<file path="config.mk">
export PLATFORM = sky130hd
export DESIGN_NAME = line_tokenizer_core_flat
export DESIGN_NICKNAME = d
export VERILOG_FILES = /design/src/design/ltok_pkg.sv /design/src/design/ltok_if.sv /design/src/design/line_tokenizer_core.sv /design/src/flat_wrapper.sv
export SDC_FILE = /design/constraint.sdc
export NUM_CORES = 1
export LEC_CHECK = 0
export BUFFER_PORTS_ARGS = -buffer_cell sky130_fd_sc_hd__clkbuf_2
export CAP_MARGIN = 20
export CORE_MARGIN = 3
export CORE_UTILIZATION = 55
export DETAILED_ROUTE_END_ITERATION = 7
export PLACE_DENSITY = 0.73
export SLEW_MARGIN = 15
export SYNTH_ARGS = -nofsm -noshare
export SYNTH_HDL_FRONTEND = slang
export SYNTH_SLANG_ARGS = --single-unit
</file>
<file path="constraint.sdc">
create_clock -name clk -period 6.7 [get_ports clk]
set_input_delay 1.005 -clock clk [delete_from_list [all_inputs] [get_ports clk]]
set_output_delay 1.005 -clock clk [all_outputs]
set_load 0.05 [all_outputs]
</file>
<file path="src/design/ltok_pkg.sv">
// Shared types, constants and keyword tables of the line tokenizer.
// Depends on nothing; every other file of the block uses it.
`timescale 1ns / 1ps
`default_nettype none

package ltok_pkg;

    // Field widths of the character and token channels.
    localparam int CHAR_W         = 8;
    localparam int KIND_W         = 4;
    localparam int TOK_START_W    = 12;
    localparam int TOK_LEN_W      = 13;
    localparam int MAX_LINE_DEF   = 4096;

    typedef enum logic [KIND_W-1:0] {
        KIND_INT     = 4'd0,
        KIND_FLOAT   = 4'd1,
        KIND_STRING  = 4'd2,
        KIND_PRINT   = 4'd3,
        KIND_NUMBER  = 4'd4,
        KIND_IDENT   = 4'd5,
        KIND_LITERAL = 4'd6,
        KIND_EQUALS  = 4'd7,
        KIND_PLUS    = 4'd8,
        KIND_MINUS   = 4'd9,
        KIND_SEMI    = 4'd10,
        KIND_EOL     = 4'd11
    } kind_t;

    typedef struct packed {
        kind_t                  kind;
        logic [TOK_START_W-1:0] start;
        logic [TOK_LEN_W-1:0]   length;
        logic                   done;
        logic                   too_long;
    } token_t;

    localparam logic [CHAR_W-1:0] CHR_QUOTE = 8'h22;
    localparam logic [CHAR_W-1:0] CHR_DOT   = 8'h2E;
    localparam logic [CHAR_W-1:0] CHR_SEMI  = 8'h3B;
    localparam logic [CHAR_W-1:0] CHR_PLUS  = 8'h2B;
    localparam logic [CHAR_W-1:0] CHR_EQ    = 8'h3D;
    localparam logic [CHAR_W-1:0] CHR_MINUS = 8'h2D;
    localparam logic [CHAR_W-1:0] CHR_ZERO  = 8'h30;
    localparam logic [CHAR_W-1:0] CHR_NINE  = 8'h39;
    localparam logic [CHAR_W-1:0] CHR_SPACE = 8'h20;
    localparam logic [CHAR_W-1:0] CHR_TAB   = 8'h09;
    localparam logic [CHAR_W-1:0] CHR_CR    = 8'h0D;

    // Keywords in order int, float, string, print; unused places are zero.
    localparam int KW_NUM = 4;
    localparam logic [CHAR_W-1:0] KW_TEXT [KW_NUM][6] = '{
        '{8'h69, 8'h6E, 8'h74, 8'h00, 8'h00, 8'h00},
        '{8'h66, 8'h6C, 8'h6F, 8'h61, 8'h74, 8'h00},
        '{8'h73, 8'h74, 8'h72, 8'h69, 8'h6E, 8'h67},
        '{8'h70, 8'h72, 8'h69, 8'h6E, 8'h74, 8'h00}
    };
    localparam logic [2:0] KW_LEN [KW_NUM] = '{3'd3, 3'd5, 3'd6, 3'd5};

    // Character of keyword k at place idx; zero beyond the table.
    function automatic logic [CHAR_W-1:0] kw_char(input logic [1:0] k,
                                                  input logic [2:0] idx);
        logic [CHAR_W-1:0] ch;
        ch = '0;
        if (idx < 3'd6)
        begin
            ch = KW_TEXT[k][idx];
        end
        return ch;
    endfunction

endpackage

`default_nettype wire

</file>
<file path="src/design/ltok_if.sv">
// Valid/ready channel interfaces of the line tokenizer: characters in, tokens out.
// Depends on ltok_pkg for the field widths and the token kind type.
`timescale 1ns / 1ps
`default_nettype none

interface ltok_char_if;
    logic                        valid;
    logic                        ready;
    logic [ltok_pkg::CHAR_W-1:0] character;
    logic                        char_valid;
    logic                        line_last;

    modport source (output valid, character, char_valid, line_last, input ready);
    modport sink   (input valid, character, char_valid, line_last, output ready);
endinterface

interface ltok_token_if;
    logic                             valid;
    logic                             ready;
    ltok_pkg::kind_t                  token_kind;
    logic [ltok_pkg::TOK_START_W-1:0] token_start;
    logic [ltok_pkg::TOK_LEN_W-1:0]   token_length;
    logic                             line_done;
    logic                             too_long;

    modport source (output valid, token_kind, token_start, token_length, line_done,
                    too_long, input ready);
    modport sink   (input valid, token_kind, token_start, token_length, line_done,
                    too_long, output ready);
endinterface

`default_nettype wire

</file>
<file path="src/design/line_tokenizer_core.sv">
// Top level of the line tokenizer: line state, token formation and the token queue.
// Depends on ltok_pkg and on the channel interfaces in ltok_if.sv.
`timescale 1ns / 1ps
`default_nettype none

// The core takes one character of a text line per transfer on the chars channel
// and reports tokens on the tokens channel as kind, start offset and length.
// Each character is handled entirely in the cycle in which it is accepted: the
// line state registers are updated and the up to three tokens it causes (a
// flushed word, an operator, the end-of-line token) are written together into a
// three-entry token register, which hands them out one per transfer in order.
// A new character is accepted whenever that register is empty or its last token
// leaves in the same cycle, so after a character that causes more than one token
// the next character is held while the token register drains, and a stall on the
// tokens channel holds it too. A character that causes no token adds no stall of
// its own. An item with
// line_last set flushes the pending word (unless inside an unterminated string
// literal, which is dropped), adds an end-of-line token with line_done set and
// returns all line state to its reset value. Offsets saturate at MAX_LINE-1 and
// lengths at MAX_LINE; too_long reports that the line went beyond MAX_LINE
// characters. There is no initialisation pass after reset.
module line_tokenizer_core #(
    parameter int MAX_LINE = ltok_pkg::MAX_LINE_DEF
) (
    input  wire          clk,
    input  wire          rst_n,
    ltok_char_if.sink    chars,
    ltok_token_if.source tokens
);
    import ltok_pkg::*;

    // Position counts up to MAX_LINE itself; offsets stay below MAX_LINE.
    localparam int POS_W = $clog2(MAX_LINE + 1);
    localparam int OFF_W = $clog2(MAX_LINE);
    localparam logic [POS_W-1:0] MAX_POS = POS_W'(MAX_LINE);
    localparam logic [OFF_W-1:0] MAX_OFF = OFF_W'(MAX_LINE - 1);
    localparam int N_SLOT = 3;
    localparam int N_CAND = 4;

    // Line state.
    logic             in_literal_reg, in_literal_next;
    logic [POS_W-1:0] position_reg, position_next;
    logic [OFF_W-1:0] word_start_reg, word_start_next;
    logic [POS_W-1:0] word_length_reg, word_length_next;
    logic             number_ok_reg, number_ok_next;
    logic             dot_seen_reg, dot_seen_next;
    logic [KW_NUM-1:0] keyword_match_reg, keyword_match_next;
    logic             overflow_reg, overflow_next;

    // Token queue: entry 0 is the one on offer.
    token_t     slot_reg [N_SLOT];
    token_t     slot_next [N_SLOT];
    logic [1:0] count_reg, count_next;
    logic [1:0] new_count;

    logic       in_fire;
    logic       out_fire;

    token_t            cand [N_CAND];
    logic [N_CAND-1:0] cand_ok;

    // Offset of a position, saturated at MAX_LINE-1.
    function automatic logic [OFF_W-1:0] sat_off(input logic [POS_W:0] p);
        logic [OFF_W-1:0] r;
        if (p >= {1'b0, MAX_POS})
        begin
            r = MAX_OFF;
        end
        else
        begin
            r = p[OFF_W-1:0];
        end
        return r;
    endfunction

    function automatic logic [POS_W-1:0] grow(input logic [POS_W-1:0] len);
        logic [POS_W-1:0] r;
        r = len;
        if (len < MAX_POS)
        begin
            r = len + POS_W'(1);
        end
        return r;
    endfunction

    // Keywords take priority over numbers, numbers over identifiers.
    function automatic kind_t classify(input logic [KW_NUM-1:0] kw,
                                       input logic [POS_W-1:0] len,
                                       input logic nok);
        kind_t r;
        r = nok ? KIND_NUMBER : KIND_IDENT;
        for (int k = KW_NUM - 1; k >= 0; k--)
        begin
            if (kw[k] && len == POS_W'(KW_LEN[k]))
            begin
                r = kind_t'(k);
            end
        end
        return r;
    endfunction

    // Builds a token, fitting offset and length into the port widths.
    function automatic token_t make_tok(input kind_t kind,
                                        input logic [OFF_W-1:0] start,
                                        input logic [POS_W-1:0] len,
                                        input logic done,
                                        input logic ovf);
        token_t t;
        logic [OFF_W+TOK_START_W-1:0] s_wide;
        logic [POS_W+TOK_LEN_W-1:0]   l_wide;
        s_wide     = {{TOK_START_W{1'b0}}, start};
        l_wide     = {{TOK_LEN_W{1'b0}}, len};
        t.kind     = kind;
        t.start    = s_wide[TOK_START_W-1:0];
        t.length   = l_wide[TOK_LEN_W-1:0];
        t.done     = done;
        t.too_long = ovf;
        return t;
    endfunction

    assign chars.ready = (count_reg == 2'd0) || (count_reg == 2'd1 && tokens.ready);
    assign in_fire     = chars.valid && chars.ready;
    assign out_fire    = tokens.valid && tokens.ready;

    assign tokens.valid        = (count_reg != 2'd0);
    assign tokens.token_kind   = slot_reg[0].kind;
    assign tokens.token_start  = slot_reg[0].start;
    assign tokens.token_length = slot_reg[0].length;
    assign tokens.line_done    = slot_reg[0].done;
    assign tokens.too_long     = slot_reg[0].too_long;

    // Character decoding and line state update for one item.
    always_comb
    begin
        logic [CHAR_W-1:0] c;
        logic [OFF_W-1:0]  off;
        logic              is_space;
        logic              is_op;
        kind_t             op_kind;

        in_literal_next    = in_literal_reg;
        position_next      = position_reg;
        word_start_next    = word_start_reg;
        word_length_next   = word_length_reg;
        number_ok_next     = number_ok_reg;
        dot_seen_next      = dot_seen_reg;
        keyword_match_next = keyword_match_reg;
        overflow_next      = overflow_reg;
        cand_ok            = '0;
        for (int i = 0; i < N_CAND; i++)
        begin
            cand[i] = '0;
        end

        c        = chars.character;
        off      = sat_off({1'b0, position_reg});
        is_space = (c inside {[CHR_TAB:CHR_CR], CHR_SPACE});
        is_op    = 1'b1;
        case (c)
            CHR_EQ:    op_kind = KIND_EQUALS;
            CHR_PLUS:  op_kind = KIND_PLUS;
            CHR_MINUS: op_kind = KIND_MINUS;
            CHR_SEMI:  op_kind = KIND_SEMI;
            default:
            begin
                op_kind = KIND_EOL;
                is_op   = 1'b0;
            end
        endcase

        if (chars.char_valid)
        begin
            if (position_reg == MAX_POS)
            begin
                overflow_next = 1'b1;
            end

            if (c == CHR_QUOTE)
            begin
                if (!in_literal_reg)
                begin
                    // An opening quote drops any pending word.
                    in_literal_next    = 1'b1;
                    word_length_next   = '0;
                    keyword_match_next = '1;
                    number_ok_next     = 1'b1;
                    dot_seen_next      = 1'b0;
                    word_start_next    = sat_off({1'b0, position_reg} + (POS_W+1)'(1));
                end
                else
                begin
                    cand_ok[0] = 1'b1;
                    cand[0]    = make_tok(KIND_LITERAL, word_start_reg, word_length_reg,
                                          1'b0, overflow_next);
                    in_literal_next    = 1'b0;
                    word_length_next   = '0;
                    word_start_next    = '0;
                    keyword_match_next = '1;
                    number_ok_next     = 1'b1;
                    dot_seen_next      = 1'b0;
                end
            end
            else if (in_literal_reg)
            begin
                word_length_next = grow(word_length_reg);
            end
            else if (is_space || is_op)
            begin
                if (word_length_reg != '0)
                begin
                    cand_ok[0] = 1'b1;
                    cand[0]    = make_tok(classify(keyword_match_reg, word_length_reg,
                                                   number_ok_reg),
                                          word_start_reg, word_length_reg, 1'b0,
                                          overflow_next);
                    word_length_next   = '0;
                    word_start_next    = '0;
                    keyword_match_next = '1;
                    number_ok_next     = 1'b1;
                    dot_seen_next      = 1'b0;
                end
                if (is_op)
                begin
                    cand_ok[1] = 1'b1;
                    cand[1]    = make_tok(op_kind, off, POS_W'(1), 1'b0, overflow_next);
                end
            end
            else
            begin
                // A word character: a fresh word starts from clean flags.
                if (word_length_reg == '0)
                begin
                    keyword_match_next = '1;
                    number_ok_next     = 1'b1;
                    dot_seen_next      = 1'b0;
                    word_start_next    = off;
                end
                for (int k = 0; k < KW_NUM; k++)
                begin
                    if (!(word_length_reg < POS_W'(KW_LEN[k]) &&
                          c == kw_char(2'(k), word_length_reg[2:0])))
                    begin
                        keyword_match_next[k] = 1'b0;
                    end
                end
                if (c == CHR_DOT && !dot_seen_next)
                begin
                    dot_seen_next = 1'b1;
                end
                else if (c < CHR_ZERO || c > CHR_NINE)
                begin
                    number_ok_next = 1'b0;
                end
                word_length_next = grow(word_length_reg);
            end

            if (position_reg != MAX_POS)
            begin
                position_next = position_reg + POS_W'(1);
            end
        end

        if (chars.line_last)
        begin
            // A pending word is flushed unless an unterminated literal is open.
            if (!in_literal_next && word_length_next != '0)
            begin
                cand_ok[2] = 1'b1;
                cand[2]    = make_tok(classify(keyword_match_next, word_length_next,
                                               number_ok_next),
                                      word_start_next, word_length_next, 1'b0,
                                      overflow_next);
            end
            cand_ok[3] = 1'b1;
            cand[3]    = make_tok(KIND_EOL, sat_off({1'b0, position_next}), '0, 1'b1,
                                  overflow_next);
            in_literal_next    = 1'b0;
            position_next      = '0;
            word_start_next    = '0;
            word_length_next   = '0;
            number_ok_next     = 1'b1;
            dot_seen_next      = 1'b0;
            keyword_match_next = '1;
            overflow_next      = 1'b0;
        end
    end

    // Token queue: load the packed tokens of an accepted item, or shift one out.
    always_comb
    begin
        token_t     packed_tok [N_SLOT];
        logic [1:0] n;

        n = 2'd0;
        for (int i = 0; i < N_SLOT; i++)
        begin
            packed_tok[i] = '0;
        end
        for (int i = 0; i < N_CAND; i++)
        begin
            if (cand_ok[i] && n < 2'(N_SLOT))
            begin
                packed_tok[n] = cand[i];
                n = n + 2'd1;
            end
        end
        new_count = n;

        for (int i = 0; i < N_SLOT; i++)
        begin
            slot_next[i] = slot_reg[i];
        end
        count_next = count_reg;
        if (in_fire)
        begin
            for (int i = 0; i < N_SLOT; i++)
            begin
                slot_next[i] = packed_tok[i];
            end
            count_next = new_count;
        end
        else if (out_fire)
        begin
            for (int i = 0; i < N_SLOT - 1; i++)
            begin
                slot_next[i] = slot_reg[i + 1];
            end
            count_next = count_reg - 2'd1;
        end
    end

    always_ff @(posedge clk or negedge rst_n)
    begin
        if (!rst_n)
        begin
            in_literal_reg    <= 1'b0;
            position_reg      <= '0;
            word_start_reg    <= '0;
            word_length_reg   <= '0;
            number_ok_reg     <= 1'b1;
            dot_seen_reg      <= 1'b0;
            keyword_match_reg <= '1;
            overflow_reg      <= 1'b0;
            count_reg         <= 2'd0;
        end
        else
        begin
            if (in_fire)
            begin
                in_literal_reg    <= in_literal_next;
                position_reg      <= position_next;
                word_start_reg    <= word_start_next;
                word_length_reg   <= word_length_next;
                number_ok_reg     <= number_ok_next;
                dot_seen_reg      <= dot_seen_next;
                keyword_match_reg <= keyword_match_next;
                overflow_reg      <= overflow_next;
            end
            count_reg <= count_next;
        end
    end

    // Token payload needs no reset: it is only read while count_reg is non-zero.
    always_ff @(posedge clk)
    begin
        for (int i = 0; i < N_SLOT; i++)
        begin
            slot_reg[i] <= slot_next[i];
        end
    end

endmodule

`default_nettype wire
</file>
<file path="src/flat_wrapper.sv">
// flat-port wrapper written by rule: the top's interface ports become plain ports
module line_tokenizer_core_flat import ltok_pkg::*;
#(
    parameter int MAX_LINE = ltok_pkg::MAX_LINE_DEF
)
  (clk, rst_n, chars_valid, chars_character, chars_char_valid, chars_line_last, chars_ready, tokens_valid, tokens_token_kind, tokens_token_start, tokens_token_length, tokens_line_done, tokens_too_long, tokens_ready);
  ltok_char_if chars_i ();
  ltok_token_if tokens_i ();
  input  wire clk;
  input  wire rst_n;
  input wire logic [$bits(chars_i.valid)-1:0] chars_valid;
  input wire logic [$bits(chars_i.character)-1:0] chars_character;
  input wire logic [$bits(chars_i.char_valid)-1:0] chars_char_valid;
  input wire logic [$bits(chars_i.line_last)-1:0] chars_line_last;
  output wire logic [$bits(chars_i.ready)-1:0] chars_ready;
  output wire logic [$bits(tokens_i.valid)-1:0] tokens_valid;
  output wire logic [$bits(tokens_i.token_kind)-1:0] tokens_token_kind;
  output wire logic [$bits(tokens_i.token_start)-1:0] tokens_token_start;
  output wire logic [$bits(tokens_i.token_length)-1:0] tokens_token_length;
  output wire logic [$bits(tokens_i.line_done)-1:0] tokens_line_done;
  output wire logic [$bits(tokens_i.too_long)-1:0] tokens_too_long;
  input wire logic [$bits(tokens_i.ready)-1:0] tokens_ready;
  assign chars_i.valid = chars_valid;
  assign chars_i.character = chars_character;
  assign chars_i.char_valid = chars_char_valid;
  assign chars_i.line_last = chars_line_last;
  assign chars_ready = chars_i.ready;
  assign tokens_valid = tokens_i.valid;
  assign tokens_token_kind = tokens_i.token_kind;
  assign tokens_token_start = tokens_i.token_start;
  assign tokens_token_length = tokens_i.token_length;
  assign tokens_line_done = tokens_i.line_done;
  assign tokens_too_long = tokens_i.too_long;
  assign tokens_i.ready = tokens_ready;
  line_tokenizer_core #(.MAX_LINE(MAX_LINE)) u_core (.clk(clk), .rst_n(rst_n), .chars(chars_i), .tokens(tokens_i));
endmodule
</file>
# ---- After elaboration in Yosys (flattened, before gate mapping)
# Memories as Yosys holds them, arrays and structs flattened.
# Cells that the tools add are included.
dict set report totals {
  ff_bits 48
  ram_bits 93
  mem_bits_ro 256
  inputBits 14
  out_inout_bits 33
  word_cells 250
  n_memories 5
}
dict set report classes {
  addsub 7
  n_lt_le_gt_ge 22
  eq_ne 22
  muxes 142
  bitwise_logic 4
  n_reduce_logical 39
}
# name words word_bits read_ports rd_ports_with_merged_regs write_ports line
set mem_list {}
lappend mem_list {u_core.slot_reg 3 31 3 0 3 line_tokenizer_core.sv:51} ;# token_t slot_reg [N_SLOT];
lappend mem_list {{(name not given)} 8 8 1 0 0 ltok_pkg.sv:67} ;# ch = KW_TEXT[k][idx];
lappend mem_list {{(name not given)} 8 8 1 0 0 ltok_pkg.sv:67}
lappend mem_list {{(name not given)} 8 8 1 0 0 ltok_pkg.sv:67}
lappend mem_list {{(name not given)} 8 8 1 0 0 ltok_pkg.sv:67}
# cell count
set ops {}
lappend ops {{$mux W62} 6}
lappend ops {{$mux W31} 10}
lappend ops {{$bwmux W93} 3}
lappend ops {{$mux W93} 3}
lappend ops {{$mux W8} 28}
lappend ops {{$demux W31 S2} 3}
lappend ops {{$mux W12} 11}
lappend ops {{$mux W13} 10}
lappend ops {{$mux W4} 15}
lappend ops {{$eq A8 B6 Y1 const B} 7}
lappend ops {{$eq A13 B3 Y1 const B} 4}
lappend ops {{$mux W1} 42}
lappend ops {{$eq A8 B8 Y1} 4}
lappend ops {{$mux W30} 1}
lappend ops {{$add A13 B1 Y13 const B} 2}
lappend ops {{$eq A13 B2 Y1 const B} 2}
lappend ops {{$ge A13 B13 Y1 const B} 2}
lappend ops {{$lt A13 B3 Y1 const B} 2}
lappend ops {{$reduce_bool A13 Y1} 2}
lappend ops {{$logic_and A1 B1 Y1} 24}
lappend ops {{$mux W2} 9}
lappend ops {{$pmux W4 S4} 1}
lappend ops {{$add A13 B1 Y14 const B} 1}
lappend ops {{$ge A14 B13 Y1 const B} 1}
lappend ops {{other kinds (30)} 43}

# ---- Depth between registers and ports, before layout
# Gate-level depths: netlist of run 1.
dict set report logic_depth {
  ltp_word 28
  mapped_depth 25
}

# ---- Least setup slack after synthesis of run 1
# OpenSTA, ideal clock, no wires.
dict set report synth_path {
  kind {input to register}
  start {input port chars_character[2]}
  end {memory u_core.slot_reg[0][20] (netlist name) (data pin)}
  setup_time_ns 0.152
  arrival_ns 5.500
  t_required_ns 6.548
  slack_ns 1.047
  stages 25
  path_buffers 7
  cell_sequence {buf_6 > or4b_4 > a21oi_4 > o31a_1 > nand2_1 > nand2_1 > nand2_1 > inv_2 > buf_1 > buf_1 > ha_1 > nor2b_1 > o211ai_4 > buf_6 > o21ai_2 > inv_1 > ha_1 > nor2b_1 > clkbuf_1 > and2_1 > clkbuf_1 > nor2_1 > clkbuf_1 > o21ai_0 > o21ai_0}
}
# item line
set synth_rtl {}
lappend synth_rtl {{start, declared} flat_wrapper.sv:12} ;# input wire logic [$bits(chars_i.character)-1:0] chars_character;
lappend synth_rtl {{end, declared} line_tokenizer_core.sv:51}

==> results.ini, run 1 <==
[outcome]
status=finished clean

[power_and_ir_drop]
p_per_area_mw_per_mm2=406
leakage_uw=0.00391
power.internal_uw=2320
pwr-share-seq_pct=34.4
peakVddDrop_v=0.000454
p_sw_share_pct=46.1
p_sw_uw=1980
comb_power_share_pct=44.5
power_frac_clock_pct=21.1

[hold_path]
hp-class=register to register

[global_routing]
grt_pass1_wl_mm=47.5
grt_max_degree=68
grt-ovfl-total=0
grt_pass1_vias=8240
antenna_found_initial=0
grtUsageTotal_pct=30.2

[logic_synthesis]
synth_seq_area_share_pct=39.9
syn_area_per_cell_um2=8.71
synth_xor_area_share_pct=3.08
yosysWarnings=0
synth_top_family_by_area=compound AO/OA/AOI/OAI gates
synth_area_mm2=0.00995
synth.largest_area_cell=edfxtp_1
synth_top_area_share_pct=27.8
synth_compound_area_share_pct=26.3
synth_cell_types=95
async_reset_ff_share_pct=34.3
ys_ff_latch=140
synth-simple-area-share_pct=19.8
synth_adder_area_share_pct=2.14
synthCells=1142
muxShareOfSynthArea_pct=1.37
synthesis.nets=1173
synth_edf_count=92
synth_area_leaders=edfxtp_1 28%, dfrtp_1 11%, nand2_1 5.3%, o21ai_0 5.2%, a21oi_1 4.0%
ys.flop_type=edfxtp_1

[die]
die_y_um=141
start_util_pct=56.9
num_rows=48
dieArea_mm2=0.0197
io_pins=47
coreArea_mm2=0.0175
die-width_um=141

[clocking]
clkLatencyLatePin_ns=0.43
cts-buffers-inserted=17
cts_hold_buf=0
cts_tree=built
path_clk_slew_ns=0.07
post_cts_resized=0
cts_buffer_depth=2
h-tree-depth=4
clock-sinks=140
cts_post_setup_buffers_inserted=0
cts-root-buf=clkbuf_16

[finish]
num_antenna_cells=0
postLayoutCoreUtil_pct=60.6
drive_above_1_share_pct=13.3
largest_reg_flops=92
nNetsFinal=1139
area_growth_pct=6.45
final_cells=1346

[setup_path]
crit_arrival_ns=5.91
critPathMaxFanout=16
critPathLaunchType=register
worst-endpoint-required_ns=6.88
critPathCaptureType=register
critPathKind=register to register

[sta]
fmax_mhz=175
slew_headroom_pct=36.8
post-route-period-util_pct=85.5
finalSetupViolCount=0
drv_slew=0
skew_ns=0.0125
rsz0062_at_grt=no
hold_viol=0
tightest_slew_ns=0.948
post-route-min-period_ns=5.73
tns_ns=0

[routing]
wl_per_cell_um=22.2
ant_nets=0
drc=0
wirelength_mm=29.9
via_per_inst=6.81
drt_iter0_drc=1474
drt_pass1_iterations=5
route.vias.total=9164

[place]
io_buffer_count=46
routabilityCongestion=0.965
dpl.cell_count=1312
dp_hpwl_mm=20.8

[flow_run]
maxCapViolations=0

==> logic make-up (layout without fill, tap and decap cells) <==
| family | count (synthesis) | count (layout) |
|---|---|---|
| and+or+nand+nor | 394 | 394 |
| xor gates and xnor gates | 35 | 35 |
| muxes | 13 | 13 |
| adders and majority gates | 17 | 17 |
| AOI/OAI and AO/OA | 390 | 390 |
| buffers and inverters | 153 | 132 |
| DFF | 140 | 140 |
==> layout by cell type, fill, tap and decap left out, types with 29 or more instances in the layout <==
cell,n
o21ai_0,103
nand2_1,139
nor2_1,81
nor3_1,43
clkbuf_2,47
dfrtp_1,43
edfxtp_1,92
a21oi_1,79
o22ai_1,29
==> cell usage after synthesis, drive strengths merged (7+ instances only) <==
library cell    n
inv            27
mux2i           8
xor2           15
nand2         141
or3            12
a211oi         10
o21ai         109
nor3           46
nand3          19
clkbuf         68
a32oi           8
o22ai          29
a21oi          82
nand2b          7
nor4           14
nand4          11
edfxtp         92
nor2           82
o211ai          9
xnor2          20
and2           17
ha             17
buf            56
dfrtp          43
a31oi          15
o221ai          9
a22oi          14
a22o           26
o21a            8
or4             9
o31ai          14
==> power by group through the flow <==
| stage | Sequential (µW) | Clock [µW] | Combinational [µW] |
|---|---|---|---|
| 6_report | 1480 | 906 | 1910 |
| 5_1_grt | 1500 | 945 | 2070 |
| 4_1_cts | 1470 | 906 | 1870 |
| 3_5_place_dp | 1490 | 0 | 1860 |
| 3_3_place_gp | 1480 | 0 | 1840 |
| 2_1_floorplan | 1380 | 0 | 1530 |
==> final timing paths <==
check                                            start                          end  slack [ns]  cells past startpoint
max                          u_core.word_length_reg[0]        u_core.slot_reg[0][0]        0.97                     15
min in group asynchronous                        rst_n    u_core.word_start_reg[11]        0.71                      2
max reg2reg                  u_core.word_length_reg[0]        u_core.slot_reg[0][0]        0.97                     15
min reg2reg                u_core.keyword_match_reg[1]  u_core.keyword_match_reg[1]        0.51                      2
min                        u_core.keyword_match_reg[1]  u_core.keyword_match_reg[1]        0.51                      2
max in group asynchronous                        rst_n   u_core.word_length_reg[12]        5.50                      2
==> per-layer routing <==
layer  GRT usage (%)  vias to the layer above  share of wire (%)
met2            42.3                      620                 43
met5               0                        -                  0
met4            7.80                        0                1.5
met3            8.84                       50                 12
met1            45.8                     4318                 43
li1                -                     4176                  -
==> per-stage QoR <==
step	instance area (µm²)	hold WS, ns	total power, µW	setup slack (ns)
finish	10600	0.508	4300	0.971
detailed placement	10000	0.495	3350	0.705
global route	10600	0.524	4510	0.601
global placement	10000	0.490	3320	0.887
floorplan	9950	0.473	2910	1.05
CTS	10600	0.507	4250	1.11
==> layout make-up <==
type                    count  area, µm²
fillers                  1544       6890
multi-input cells         849       5250
flip-flops and latches    140       3970
clock buffers              17        425
repair buffers             71        423
well taps                 225        282
clock inverters            15        134
inverters                  29        109
==> worst max-delay path, stage by stage (launching register included) <==
cell and delay, ns:
dfrtp_1 0.76, ha_1 0.46, nand2_1 0.22, o31a_1 0.28
or4_1 0.46, a21oi_1 0.23, o32ai_1 0.17, or3_1 0.53
mux2_2 0.34, or2_1 0.27, ha_1 0.19, nor2b_1 0.44
nand2_1 0.34, nand2_1 0.36, a2111oi_0 0.12, a211o_1 0.31
(Power assumes the default switching activity.)
==> run 2, diff against run 1 <==
--- a/config.mk
+++ b/config.mk
@@ -5,6 +5,7 @@
 export SDC_FILE = /design/constraint.sdc
 export NUM_CORES = 1
 export LEC_CHECK = 0
+export ABC_AREA = 1
 export BUFFER_PORTS_ARGS = -buffer_cell sky130_fd_sc_hd__clkbuf_2
 export CAP_MARGIN = 20
 export CORE_MARGIN = 3
==> results.ini, run 2 <==
[logic_synthesis]
synth_area_mm2=0.0100
ys.flop_type=edfxtp_1
synthCells=1375
synth.most_common_cell=nand2_1
synth_cell_types=50
synth_edf_count=92
synth_commonest_cells=373 x nand2_1, 157 x nor2_1, 106 x o21ai_0
synthesis.nets=1406
ys_ff_latch=140
yosysWarnings=0
async_reset_ff_share_pct=34.3
synth_area_leaders=edfxtp_1 27%, nand2_1 14%, dfrtp_1 11%, nor2_1 5.9%, o21ai_0 5.3%
synth_top_area_share_pct=27.5
synth.largest_area_cell=edfxtp_1
syn_area_per_cell_um2=7.31
synth_seq_area_share_pct=39.5

[setup_path]
critPathMaxFanout=23
r2r_start=u_core.in_literal_reg
worst-endpoint-required_ns=6.87
critPathKind=register to register
crit_arrival_ns=5.73
path_depth=17
worst-path-buf-inv=5
timing.reg2reg.setup_slack_ns=1.14
worst_path_dominant_cell_family=simple AND/OR/NAND/NOR gates
crit_chain=inv_1 -> nand2_1 -> nor2_1 -> inv_1 -> ha_1 -> nand2_1 -> nand4_1 -> nand2_1 -> inv_1 -> ha_1 -> nor2_1 -> nand2_1 -> inv_1 -> nor2_2 -> inv_1 -> a21oi_1 -> a21oi_1
path_common_cell=inv_1
crit_end=u_core.slot_reg[0][27]
cp_slowest_cell=inv_1
critPathCaptureType=register
cpPeakStageDelay_ns=0.77
cp-startpoint=u_core.in_literal_reg
r2r_cells=17
crit-reg2reg-capture=u_core.slot_reg[0][27]
critPathLaunchType=register

[die]
start_util_pct=57.1
die-width_um=141
io_pins=47
dieArea_mm2=0.0199
num_rows=48
die_y_um=141
coreArea_mm2=0.0176

[global_routing]
grt_pass1_vias=8442
grt_pass1_wl_mm=46.3
antenna_found_initial=1
grt_max_degree=72
grt-ovfl-total=0
grtUsageTotal_pct=29.2

[sta]
rsz0062_at_grt=no
skew_ns=0.0106
post-route-min-period_ns=5.56
tns_ns=0
hold_viol=0
post-route-period-util_pct=82.9
finalSetupViolCount=0
hold-worst-slack_ns=0.504
fmax_mhz=180
tightest_slew_ns=1.09
slew_headroom_pct=26.8
setup_ws_ns=1.14
drv_slew=0

[power_and_ir_drop]
p_per_area_mw_per_mm2=488
leakage_uw=0.00482
peakVddDrop_v=0.000295
pwr-share-seq_pct=30.1
power.internal_uw=2650
power_frac_clock_pct=18.5
p_sw_uw=2570
comb_power_share_pct=51.4
p_sw_share_pct=49.3

[clocking]
cts-root-buf=clkbuf_16
clock-sinks=140
h-tree-depth=4
path_clk_slew_ns=0.07
post_cts_resized=0
cts_buffer_depth=2
clkLatencyLatePin_ns=0.43
cts_tree=built
cts_hold_buf=0
cts_post_setup_buffers_inserted=0
cts-buffers-inserted=17

[outcome]
status=finished clean

[routing]
route.vias.total=9522
drc=0
via_per_inst=5.98
drt_iter0_drc=1576
drt_pass1_iterations=7
wirelength_mm=28.9
wl_per_cell_um=18.1
ant_nets=0

[place]
dp_hpwl_mm=20.6
routabilityCongestion=0.986
post-place-ws_ns=0.566
io_buffer_count=46

[finish]
final_cell_mix=371 x nand2_1, 156 x nor2_1, 106 x o21ai_0, 104 x inv_1, 103 x nand3_1
largest_reg_flops=92
drive_above_1_share_pct=11.4
nNetsFinal=1385
layout_commonest_cell=nand2_1
num_antenna_cells=0
area_growth_pct=6.52

[hold_path]
hp-class=register to register

[flow_run]
maxCapViolations=0

-- run 2: metal layers --
| metal | vias to the layer above | global-route usage (%) | wire length, µm |
|---|---|---|---|
| met5 | - | 0 | 13 |
| met4 | 2 | 7.24 | 476 |
| met3 | 47 | 6.55 | 3410 |
| met2 | 620 | 40.1 | 11900 |
| met1 | 4323 | 46.4 | 13000 |
| li1 | 4530 | - | - |
-- run 2: stage by stage --
stage | util (%) | power (µW) | cell area [µm²] | std cells
6_report | 60.8 | 5220 | 10700 | 1591
5_1_grt | 60.8 | 5560 | 10700 | 1591
3_3_place_gp | 57.3 | 4160 | 10100 | 1559
4_1_cts | 60.8 | 5170 | 10700 | 1591
3_5_place_dp | 57.4 | 4190 | 10100 | 1560
2_1_floorplan | - | 3660 | 10000 | 1375
-- run 2: cell families after synthesis --
logic type      after synthesis  synth area share [%]
simple gates                715                  31.4
compound gates              258                  14.6
buf+inv                     218                  10.1
flops                       140                  39.5
xor+xnor                     27                  2.35
fa+ha+maj                    17                  2.12
-- run 2: worst min-delay path by stage --
stage                     depth (start not counted)                     endpoint  slack (ns)                   startpoint
after floorplan                                   2         u_core.number_ok_reg        0.47         u_core.number_ok_reg
after global placement                            2  u_core.keyword_match_reg[3]        0.49  u_core.keyword_match_reg[3]
after detailed placement                          2  u_core.keyword_match_reg[3]        0.50  u_core.keyword_match_reg[3]
after CTS                                         2  u_core.keyword_match_reg[3]        0.51  u_core.keyword_match_reg[3]
after global routing                              2         u_core.number_ok_reg        0.53         u_core.number_ok_reg
final                                             2  u_core.keyword_match_reg[3]        0.50  u_core.keyword_match_reg[3]
-- run 2: worst min-delay path: cells and delay by family, from the launching register on --
family                 cells  cell delay [ns]
AOI/OAI and AO/OA          1             0.06
DFF                        1             0.38
buffers and inverters      1             0.06
-- run 2: final cells by class --
class	instances	area [µm²]
inverter	121	454
fill	1602	6890
tap	225	282
sequential	140	3970
timing repair buffer	57	333
multi-input combinational	1017	5070
clock buffer	18	429
clock inverter	13	166
-- run 2: power groups by stage --
| stage | registers (µW) | clock network [µW] | logic [µW] |
|---|---|---|---|
| 6_report | 1570 | 965 | 2680 |
| 4_1_cts | 1560 | 975 | 2630 |
| 3_5_place_dp | 1580 | 0 | 2610 |
| 3_3_place_gp | 1570 | 0 | 2590 |
| 5_1_grt | 1610 | 1010 | 2940 |
| 2_1_floorplan | 1510 | 0 | 2140 |
